File: config.mk
export PLATFORM = sky130hd
export DESIGN_NAME = char_stuffing_framer_top
export DESIGN_NICKNAME = d
export VERILOG_FILES = /design/src/rtl/csf_pkg.sv /design/src/rtl/csf_front.sv /design/src/rtl/csf_queue.sv /design/src/rtl/csf_back.sv /design/src/rtl/char_stuffing_framer_top.sv
export SDC_FILE = /design/constraint.sdc
export NUM_CORES = 1
export LEC_CHECK = 0
export BUFFER_PORTS_ARGS = -buffer_cell sky130_fd_sc_hd__buf_4
export CORE_MARGIN = 1
export CORE_UTILIZATION = 62
export CTS_CLUSTER_DIAMETER = 80
export DETAILED_ROUTE_END_ITERATION = 8
export PLACE_DENSITY_LB_ADDON = 0.12
export SYNTH_ARGS = -nofsm -noshare
export SYNTH_HDL_FRONTEND = slang
export SYNTH_HIERARCHICAL = 1
export SYNTH_SLANG_ARGS = --single-unit
File: constraint.sdc
create_clock -name i_clk -period 5.05 [get_ports i_clk]
set_input_delay 0.7575 -clock i_clk [delete_from_list [all_inputs] [get_ports i_clk]]
set_output_delay 0.7575 -clock i_clk [all_outputs]
set_load 0.005 [all_outputs]
File: src/rtl/csf_pkg.sv
// csf_pkg: shared types and constants for the character stuffing framer.
// Holds the word structs, the command passed from front to back and the slot map.
// No dependencies.
`default_nettype none
package csf_pkg;

    localparam logic [7:0] CH_S = 8'h73;
    localparam logic [7:0] CH_T = 8'h74;
    localparam logic [7:0] CH_X = 8'h78;
    localparam logic [7:0] CH_D = 8'h64;
    localparam logic [7:0] CH_L = 8'h6C;
    localparam logic [7:0] CH_E = 8'h65;

    localparam int QUEUE_DEPTH = 2;

    // Output slots, in emission order.
    localparam int NUM_SLOTS = 12;
    localparam int SLOT_W    = 4;
    localparam logic [SLOT_W-1:0] SLOT_STX_S = 4'd0;
    localparam logic [SLOT_W-1:0] SLOT_STX_T = 4'd1;
    localparam logic [SLOT_W-1:0] SLOT_STX_X = 4'd2;
    localparam logic [SLOT_W-1:0] SLOT_TOK_0 = 4'd3;
    localparam logic [SLOT_W-1:0] SLOT_TOK_1 = 4'd4;
    localparam logic [SLOT_W-1:0] SLOT_TOK_2 = 4'd5;
    localparam logic [SLOT_W-1:0] SLOT_HEAD  = 4'd6;
    localparam logic [SLOT_W-1:0] SLOT_FL_0  = 4'd7;
    localparam logic [SLOT_W-1:0] SLOT_FL_1  = 4'd8;
    localparam logic [SLOT_W-1:0] SLOT_ETX_E = 4'd9;
    localparam logic [SLOT_W-1:0] SLOT_ETX_T = 4'd10;
    localparam logic [SLOT_W-1:0] SLOT_ETX_X = 4'd11;

    typedef struct packed {
        logic [7:0] data_byte;
        logic       frame_end;
    } t_in_word;

    typedef struct packed {
        logic [7:0] out_byte;
        logic       run_last;
        logic       frame_done;
    } t_out_word;

    // mask: one bit per slot to emit; byte_a..c: window bytes, or flush bytes
    // in byte_a/byte_b when no window completed.
    typedef struct packed {
        logic [NUM_SLOTS-1:0] mask;
        logic [7:0]           byte_a;
        logic [7:0]           byte_b;
        logic [7:0]           byte_c;
    } t_cmd;

endpackage
`default_nettype wire

File: src/rtl/csf_front.sv
// csf_front: accepts input words, tracks the lookahead bytes and frame state,
// and classifies each word into a command for the back end. Uses csf_pkg.
`default_nettype none
module csf_front
    import csf_pkg::*;
(
    input  wire logic     i_clk,
    input  wire logic     i_rst_n,
    input  wire logic     i_valid,
    output logic          o_ready,
    input  wire t_in_word i_data,
    input  wire logic     i_q_full,
    output logic          o_push,
    output t_cmd          o_cmd
);

    logic [7:0] r_lk0, r_lk1, n_lk0, n_lk1;
    logic [1:0] r_cnt, n_cnt;
    logic       r_in_frame, n_in_frame;

    logic       acc;
    logic       win;
    logic       tok;
    logic [1:0] cnt_cur;
    logic [1:0] held;

    function automatic logic is_token(input logic [7:0] a, input logic [7:0] b,
                                      input logic [7:0] c);
        return (a == CH_D && b == CH_L && c == CH_E) ||
               (a == CH_S && b == CH_T && c == CH_X) ||
               (a == CH_E && b == CH_T && c == CH_X);
    endfunction

    assign o_ready = !i_q_full;
    assign acc     = i_valid && !i_q_full;

    always_comb begin
        n_lk0      = r_lk0;
        n_lk1      = r_lk1;
        n_cnt      = r_cnt;
        n_in_frame = r_in_frame;
        o_cmd      = '0;
        win        = 1'b0;
        held       = 2'd0;
        cnt_cur    = r_in_frame ? r_cnt : 2'd0;

        case (cnt_cur)
            2'd0: begin
                o_cmd.byte_a = i_data.data_byte;
                n_lk0        = i_data.data_byte;
                held         = 2'd1;
            end
            2'd1: begin
                o_cmd.byte_a = r_lk0;
                o_cmd.byte_b = i_data.data_byte;
                n_lk1        = i_data.data_byte;
                held         = 2'd2;
            end
            default: begin
                o_cmd.byte_a = r_lk0;
                o_cmd.byte_b = r_lk1;
                o_cmd.byte_c = i_data.data_byte;
                n_lk0        = r_lk1;
                n_lk1        = i_data.data_byte;
                win          = 1'b1;
                held         = 2'd2;
            end
        endcase
        tok = win && is_token(o_cmd.byte_a, o_cmd.byte_b, o_cmd.byte_c);

        o_cmd.mask[SLOT_STX_S] = !r_in_frame;
        o_cmd.mask[SLOT_STX_T] = !r_in_frame;
        o_cmd.mask[SLOT_STX_X] = !r_in_frame;
        o_cmd.mask[SLOT_TOK_0] = tok;
        o_cmd.mask[SLOT_TOK_1] = tok;
        o_cmd.mask[SLOT_TOK_2] = tok;
        o_cmd.mask[SLOT_HEAD]  = win;
        o_cmd.mask[SLOT_FL_0]  = i_data.frame_end;
        o_cmd.mask[SLOT_FL_1]  = i_data.frame_end && (held == 2'd2);
        o_cmd.mask[SLOT_ETX_E] = i_data.frame_end;
        o_cmd.mask[SLOT_ETX_T] = i_data.frame_end;
        o_cmd.mask[SLOT_ETX_X] = i_data.frame_end;

        if (i_data.frame_end) begin
            n_cnt      = 2'd0;
            n_in_frame = 1'b0;
        end else begin
            n_cnt      = held;
            n_in_frame = 1'b1;
        end

        o_push = acc && (o_cmd.mask != '0);
    end

    always_ff @(posedge i_clk) begin
        if (!i_rst_n) begin
            r_cnt      <= 2'd0;
            r_in_frame <= 1'b0;
        end else if (acc) begin
            r_cnt      <= n_cnt;
            r_in_frame <= n_in_frame;
        end
    end

    always_ff @(posedge i_clk) begin
        if (acc) begin
            r_lk0 <= n_lk0;
            r_lk1 <= n_lk1;
        end
    end

    a_end_closes: assert property (@(posedge i_clk) disable iff (!i_rst_n)
        acc && i_data.frame_end |=> !r_in_frame && r_cnt == 2'd0)
        else $error("frame end did not close the frame");

    a_cnt_range: assert property (@(posedge i_clk) disable iff (!i_rst_n)
        r_cnt != 2'd3)
        else $error("held byte count out of range");

endmodule
`default_nettype wire

File: src/rtl/csf_queue.sv
// csf_queue: short command queue between front and back end.
// Register-based FIFO of t_cmd entries. Uses csf_pkg.
`default_nettype none
module csf_queue
    import csf_pkg::*;
#(
    parameter int DEPTH = QUEUE_DEPTH
)(
    input  wire logic i_clk,
    input  wire logic i_rst_n,
    input  wire logic i_push,
    input  wire t_cmd i_cmd,
    output logic      o_full,
    input  wire logic i_pop,
    output logic      o_valid,
    output t_cmd      o_cmd
);

    localparam int PW = (DEPTH > 1) ? $clog2(DEPTH) : 1;
    localparam int CW = $clog2(DEPTH + 1);

    t_cmd            r_mem [DEPTH];
    logic [PW-1:0]   r_wptr, r_rptr, n_wptr, n_rptr;
    logic [CW-1:0]   r_count, n_count;
    logic            do_push, do_pop;

    assign o_full  = (r_count == CW'(DEPTH));
    assign o_valid = (r_count != '0);
    assign o_cmd   = r_mem[r_rptr];
    assign do_push = i_push && !o_full;
    assign do_pop  = i_pop && o_valid;

    always_comb begin
        n_wptr  = r_wptr;
        n_rptr  = r_rptr;
        n_count = r_count;
        if (do_push)
            n_wptr = (r_wptr == PW'(DEPTH - 1)) ? '0 : r_wptr + 1'b1;
        if (do_pop)
            n_rptr = (r_rptr == PW'(DEPTH - 1)) ? '0 : r_rptr + 1'b1;
        if (do_push && !do_pop)
            n_count = r_count + 1'b1;
        else if (do_pop && !do_push)
            n_count = r_count - 1'b1;
    end

    always_ff @(posedge i_clk) begin
        if (!i_rst_n) begin
            r_wptr  <= '0;
            r_rptr  <= '0;
            r_count <= '0;
        end else begin
            r_wptr  <= n_wptr;
            r_rptr  <= n_rptr;
            r_count <= n_count;
        end
    end

    always_ff @(posedge i_clk) begin
        if (do_push)
            r_mem[r_wptr] <= i_cmd;
    end

    a_no_overflow: assert property (@(posedge i_clk) disable iff (!i_rst_n)
        o_full |-> !i_push)
        else $error("push into full queue");

    a_pop_valid: assert property (@(posedge i_clk) disable iff (!i_rst_n)
        i_pop |-> o_valid)
        else $error("pop from empty queue");

endmodule
`default_nettype wire

File: src/rtl/csf_back.sv
// csf_back: expands queued commands into output words, one slot per cycle while
// the output register can take a word, into a registered output stage. Uses csf_pkg.
`default_nettype none
module csf_back
    import csf_pkg::*;
(
    input  wire logic i_clk,
    input  wire logic i_rst_n,
    input  wire logic i_q_valid,
    input  wire t_cmd i_q_cmd,
    output logic      o_q_pop,
    output logic      o_valid,
    input  wire logic i_ready,
    output t_out_word o_data
);

    logic [NUM_SLOTS-1:0] r_mask, n_mask;
    logic [7:0]           r_a, r_b, r_c;
    logic                 r_win;
    logic                 r_ovalid, n_ovalid;
    t_out_word            r_odata, n_odata;

    logic                 have, out_free, emit, load;
    logic [SLOT_W-1:0]    slot;
    logic [NUM_SLOTS-1:0] rest;
    logic [7:0]           slot_byte;

    function automatic logic [SLOT_W-1:0] first_slot(input logic [NUM_SLOTS-1:0] m);
        logic [SLOT_W-1:0] idx;
        idx = '0;
        for (int k = NUM_SLOTS - 1; k >= 0; k--) begin
            if (m[k])
                idx = SLOT_W'(k);
        end
        return idx;
    endfunction

    always_comb begin
        have     = (r_mask != '0);
        out_free = !r_ovalid || i_ready;
        slot     = first_slot(r_mask);
        rest     = r_mask & ~(NUM_SLOTS'(1) << slot);
        emit     = have && out_free;
        load     = i_q_valid && (!have || (emit && rest == '0));

        unique case (slot)
            SLOT_STX_S: slot_byte = CH_S;
            SLOT_STX_T: slot_byte = CH_T;
            SLOT_STX_X: slot_byte = CH_X;
            SLOT_TOK_0: slot_byte = r_a;
            SLOT_TOK_1: slot_byte = r_b;
            SLOT_TOK_2: slot_byte = r_c;
            SLOT_HEAD:  slot_byte = r_a;
            SLOT_FL_0:  slot_byte = r_win ? r_b : r_a;
            SLOT_FL_1:  slot_byte = r_win ? r_c : r_b;
            SLOT_ETX_E: slot_byte = CH_E;
            SLOT_ETX_T: slot_byte = CH_T;
            SLOT_ETX_X: slot_byte = CH_X;
            default:    slot_byte = CH_X;
        endcase

        n_mask = r_mask;
        if (load)
            n_mask = i_q_cmd.mask;
        else if (emit)
            n_mask = rest;

        n_ovalid = r_ovalid;
        n_odata  = r_odata;
        if (emit) begin
            n_ovalid           = 1'b1;
            n_odata.out_byte   = slot_byte;
            n_odata.run_last   = (rest == '0);
            n_odata.frame_done = (slot == SLOT_ETX_X);
        end else if (i_ready) begin
            n_ovalid = 1'b0;
        end
    end

    assign o_q_pop = load;
    assign o_valid = r_ovalid;
    assign o_data  = r_odata;

    always_ff @(posedge i_clk) begin
        if (!i_rst_n) begin
            r_mask   <= '0;
            r_ovalid <= 1'b0;
        end else begin
            r_mask   <= n_mask;
            r_ovalid <= n_ovalid;
        end
    end

    // r_win: the command completed a window, so flush bytes sit in b/c
    always_ff @(posedge i_clk) begin
        r_odata <= n_odata;
        if (load) begin
            r_a   <= i_q_cmd.byte_a;
            r_b   <= i_q_cmd.byte_b;
            r_c   <= i_q_cmd.byte_c;
            r_win <= i_q_cmd.mask[SLOT_HEAD];
        end
    end

    a_done_is_last: assert property (@(posedge i_clk) disable iff (!i_rst_n)
        o_valid && o_data.frame_done |-> o_data.run_last)
        else $error("frame_done without run_last");

    a_load_empty_cmd: assert property (@(posedge i_clk) disable iff (!i_rst_n)
        load |-> i_q_cmd.mask != '0)
        else $error("empty command loaded");

endmodule
`default_nettype wire

File: src/rtl/char_stuffing_framer_top.sv
// char_stuffing_framer_top: DLE/STX/ETX character stuffing framer.
// Instantiates csf_front, csf_queue and csf_back. Uses csf_pkg.
//
// Input channel (i_valid/o_ready/i_data): one payload byte per word, with
// frame_end set on the last byte of a frame. Output channel
// (o_valid/i_ready/o_data): one framed byte per word; run_last marks the last
// output word caused by an input word, frame_done marks the closing 'x'.
// The first word of a frame is preceded by "stx"; bytes are held two deep so
// that "dle", "stx" and "etx" sequences can be doubled; frame_end flushes the
// held bytes and appends "etx". An input word that starts no frame, completes
// no window and ends no frame produces nothing.
// Each input's output words pass through the command queue, the back end's
// slot mask and the output register before they appear on o_valid. The back
// end emits one output word per cycle while the output side accepts; the
// two-entry command queue lets input continue while the back end expands an
// earlier word. When i_ready is low the output register holds its word, the
// back end stops, the queue fills, and o_ready drops.
// Reset (synchronous, active low) empties the queue and output register and
// returns to waiting for a frame start.
`default_nettype none
module char_stuffing_framer_top
    import csf_pkg::*;
#(
    parameter int QDEPTH = QUEUE_DEPTH
)(
    input  wire logic     i_clk,
    input  wire logic     i_rst_n,
    input  wire logic     i_valid,
    output logic          o_ready,
    input  wire t_in_word i_data,
    output logic          o_valid,
    input  wire logic     i_ready,
    output t_out_word     o_data
);

    logic q_full, q_push, q_pop, q_valid;
    t_cmd push_cmd, head_cmd;

    csf_front u_front (
        .i_clk    (i_clk),
        .i_rst_n  (i_rst_n),
        .i_valid  (i_valid),
        .o_ready  (o_ready),
        .i_data   (i_data),
        .i_q_full (q_full),
        .o_push   (q_push),
        .o_cmd    (push_cmd)
    );

    csf_queue #(.DEPTH(QDEPTH)) u_queue (
        .i_clk   (i_clk),
        .i_rst_n (i_rst_n),
        .i_push  (q_push),
        .i_cmd   (push_cmd),
        .o_full  (q_full),
        .i_pop   (q_pop),
        .o_valid (q_valid),
        .o_cmd   (head_cmd)
    );

    csf_back u_back (
        .i_clk     (i_clk),
        .i_rst_n   (i_rst_n),
        .i_q_valid (q_valid),
        .i_q_cmd   (head_cmd),
        .o_q_pop   (q_pop),
        .o_valid   (o_valid),
        .i_ready   (i_ready),
        .o_data    (o_data)
    );

endmodule
`default_nettype wire

==> results.yml <==
die:
  start_util_pct: 65.1
  die_area_um2: 10900
  die_y_um: 104
  die_x_um: 104
  core-area_um2: 9950
  rows: 36
  io_pins: 25
clock_network:
  cts_buffer_depth: 2
  cts_resized: 0
  htree_levels: 4
  numCtsBuffers: 17
  cts_tree: "done"
  post_cts.repair.setup_buffers: 0
  hold_buffers: 0
  clkTransAtPathRegs_ns: 0.06
  cts_root_buffer: "clkbuf_8"
  clk_latency_ns: 0.52
  cts.sinks: 144
sta:
  fin_crit_sh_pct: 74.1
  clock_skew_ns: 0.00838
  slew_violations: 0
  rsz0062_at_grt: "false"
  relSlewSlack_pct: 34.5
  finalSetupViolations: 0
  fmax_mhz: 267
  fin_crit_ns: 3.74
  hold_violations: 0
  tightest_slew_ns: 0.978
  setup_ws_ns: 1.31
  setup_tns_ns: 0
synth:
  ys_ff_latch: 144
  synth_cell_types: 77
  synth.area.top_cells: "edfxtp_1 (57%), dfxtp_1 (6.5%), mux2_2 (6.3%)"
  synthesis.yosys.warnings: 6
  synth_ff_type: "edfxtp_1"
  postSynthAreaPerCell_um2: 13.0
  synth_area_leader_cell: "edfxtp_1"
  ys_seq_area_share_pct: 63.5
  syn_area_um2: 6480
  synth-async-reset-ratio_pct: 0
  syn_inst: 497
  synth-edff-count: 123
  synth_top_area_share_pct: 57.0
  synth.net_count: 511
outcome:
  outcome: "finished clean"
placement:
  dpl.hpwl_um: 8360
  io_buffer_count: 24
  place_congestion: 0.891
  pre_cts_slack_ns: 1.32
  placedCellCount: 625
  dpl-instance-area_um2: 6630
routing:
  drc: 0
  viasPerCell: 6.19
  drtIter0Drc: 363
  wl_per_cell_um: 19.4
  firstDrtPassIters: 5
  ant_nets: 0
  wl_um: 12700
  vias: 4061
grt:
  first_global_vias: 3811
  grt_max_degree: 37
  grt_first_pass_wirelength_um: 20700
  overflow: 0
  antenna_found_initial: 0
  track_usage_pct: 25.4
hold_path:
  hold_path_class: "input pin to flop"
  holdPathStages: 1
  hold_end: "u_front/r_lk1[7]$_DFFE_PP_"
  worstHoldStart: "i_data[8]"
cells_and_area:
  fillerInstances: 655
  final_area_um2: 7210
  num_antenna_cells: 0
  seq_area_um2: 4110
  nets: 525
  layout_common_cells: "edfxtp_1 (123), nand2_1 (63), mux2_2 (36)"
  stdcell_count: 656
  multi_input_area_um2: 2060
  drive_above_1_share_pct: 22.6
  layout_commonest_cell: "edfxtp_1"
  area_growth_pct: 11.4
critical_path:
  worstSetupEndpointType: "flop"
  r2r_cells: 11
  cp.arrival_ns: 4.19
  timing.rr.start: "u_back/r_mask[4]$_SDFFE_PN0P_"
  crit_fanout: 14
  worstSetupPathType: "flop to flop"
  ff2ff_setup_slack_ns: 1.31
  worst-endpoint-required_ns: 5.50
  r2r-end: "u_queue/r_count[1]$_SDFFE_PN0P_"
  startpoint_type: "flop"
power:
  switching_share_pct: 36.4
  p_leak_uw: 0.00259
  combPwrFrac_pct: 37.3
  powerDensity_nw_per_um2: 694
  seq_power_share_pct: 38.3
  intPower_uw: 3180
  clockPowerShare_pct: 24.4
  switchingPower_uw: 1820
  vdd_drop_max_uv: 397
job:
  drv_cap: 0
-- metal layers --
layer | track usage [%] | wire length, um
met1 | 36.9 | 5800
met5 | 0 | 0
met2 | 38.4 | 6020
met3 | 6.14 | 809
met4 | 7.14 | 123
-- critical path, cell delays in order (launching register included) --
cell	delay, ns
dfxtp_1	0.51
nor2_1	0.12
o31a_2	0.30
nand2_1	0.35
o211ai_1	0.26
a22o_1	0.28
nor4_4	0.66
o21a_1	0.24
o21ai_1	0.12
ha_1	0.35
or3_1	0.35
a21boi_1	0.14
-- registers in the layout, indices dropped and copies added, names as in the netlist, named ones only --
| register | flops |
|---|---|
| u_queue/r_wptr | 1 |
| u_queue/r_count | 2 |
| u_front/r_lk1 | 8 |
| u_back/o_valid | 1 |
| u_front/r_lk0 | 8 |
| u_back/r_win | 1 |
| u_back/r_b | 8 |
| u_back/o_data | 10 |
| u_front/r_cnt | 2 |
| u_queue/r_rptr | 1 |
| u_back/r_mask | 12 |
| u_back/r_a | 8 |
| u_queue/r_mem | 72 |
| u_back/r_c | 8 |
| u_front/r_in_frame | 1 |
-- metrics by stage --
stage	utilization, %	power (uW)	hold WS, ns
floorplan	-	3310	0.479
global route	72.5	5270	0.438
CTS	72.5	5020	0.439
finish	72.5	5010	0.469
global placement	66.6	3750	0.494
detailed placement	66.6	3770	0.508
-- cell type report --
type | count | share of cell area [%]
Clock inverter | 14 | 2.29
Inverter | 19 | 0.989
Timing Repair Buffer | 30 | 3.12
Sequential cell | 144 | 57.0
Tap cell | 133 | 2.31
Clock buffer | 17 | 5.74
Multi-Input combinational cell | 299 | 28.5
-- cells in the mapped netlist, types with 2 or more instances --
library cell  instances
o22ai_1               2
nor2b_1               6
buf_6                 4
a311o_1               4
or2_2                 2
or4_1                 3
nand2b_1              3
and3_2                2
o21ai_0              12
nor4_2                2
buf_4                15
edfxtp_1            123
o31ai_1               2
nand3_1              10
and3_1               11
o21ai_1               4
a32oi_1               2
a31oi_1               5
clkbuf_1             10
and2_1                7
nand2_1              63
nor2_1               32
mux2_2               36
nor3_1                4
a221oi_1              5
o311ai_0              3
buf_2                 4
o21a_1                4
o211ai_1              4
or3_1                 2
dfxtp_1              21
a31o_1                8
and2b_1               2
o2111ai_1             3
nand4_1               2
a21oi_1               6
inv_1                17
a22oi_1              10
nor4_1                3
xnor2_1               2
-- worst max path at each step --
| stage | start | endpoint | slack [ns] |
|---|---|---|---|
| after floorplan | u_back/r_mask[0]$_SDFFE_PN0P_ | u_queue/r_count[1]$_SDFFE_PN0P_ | 1.21 |
| after global placement | u_back/r_mask[4]$_SDFFE_PN0P_ | u_queue/r_count[1]$_SDFFE_PN0P_ | 1.48 |
| final | u_back/r_mask[4]$_SDFFE_PN0P_ | u_queue/r_count[1]$_SDFFE_PN0P_ | 1.31 |
| after detailed placement | u_back/r_mask[4]$_SDFFE_PN0P_ | u_queue/r_count[1]$_SDFFE_PN0P_ | 1.32 |
| after global routing | u_back/r_mask[2]$_SDFFE_PN0P_ | u_queue/r_count[1]$_SDFFE_PN0P_ | 0.97 |
| after CTS | u_back/r_mask[4]$_SDFFE_PN0P_ | u_queue/r_count[1]$_SDFFE_PN0P_ | 1.29 |
-- kinds of logic after synthesis --
kind of cell             synth area share, %
flip-flops                              63.5
AND/OR/NAND/NOR                         13.3
multiplexers                            6.26
adder cells (fa/ha/maj)                0.348
AO/OA/AOI/OAI                           11.3
buffers and inverters                   4.81
XOR/XNOR                               0.406
-- power by group through the flow --
stage	registers, uW	clock network (uW)	logic, uW
floorplan	1880	0	1430
finish	1910	1220	1870
CTS	1910	1240	1860
global route	1950	1290	2030
detailed placement	1930	0	1840
global placement	1920	0	1820
Power figures use the tool's default switching activity.
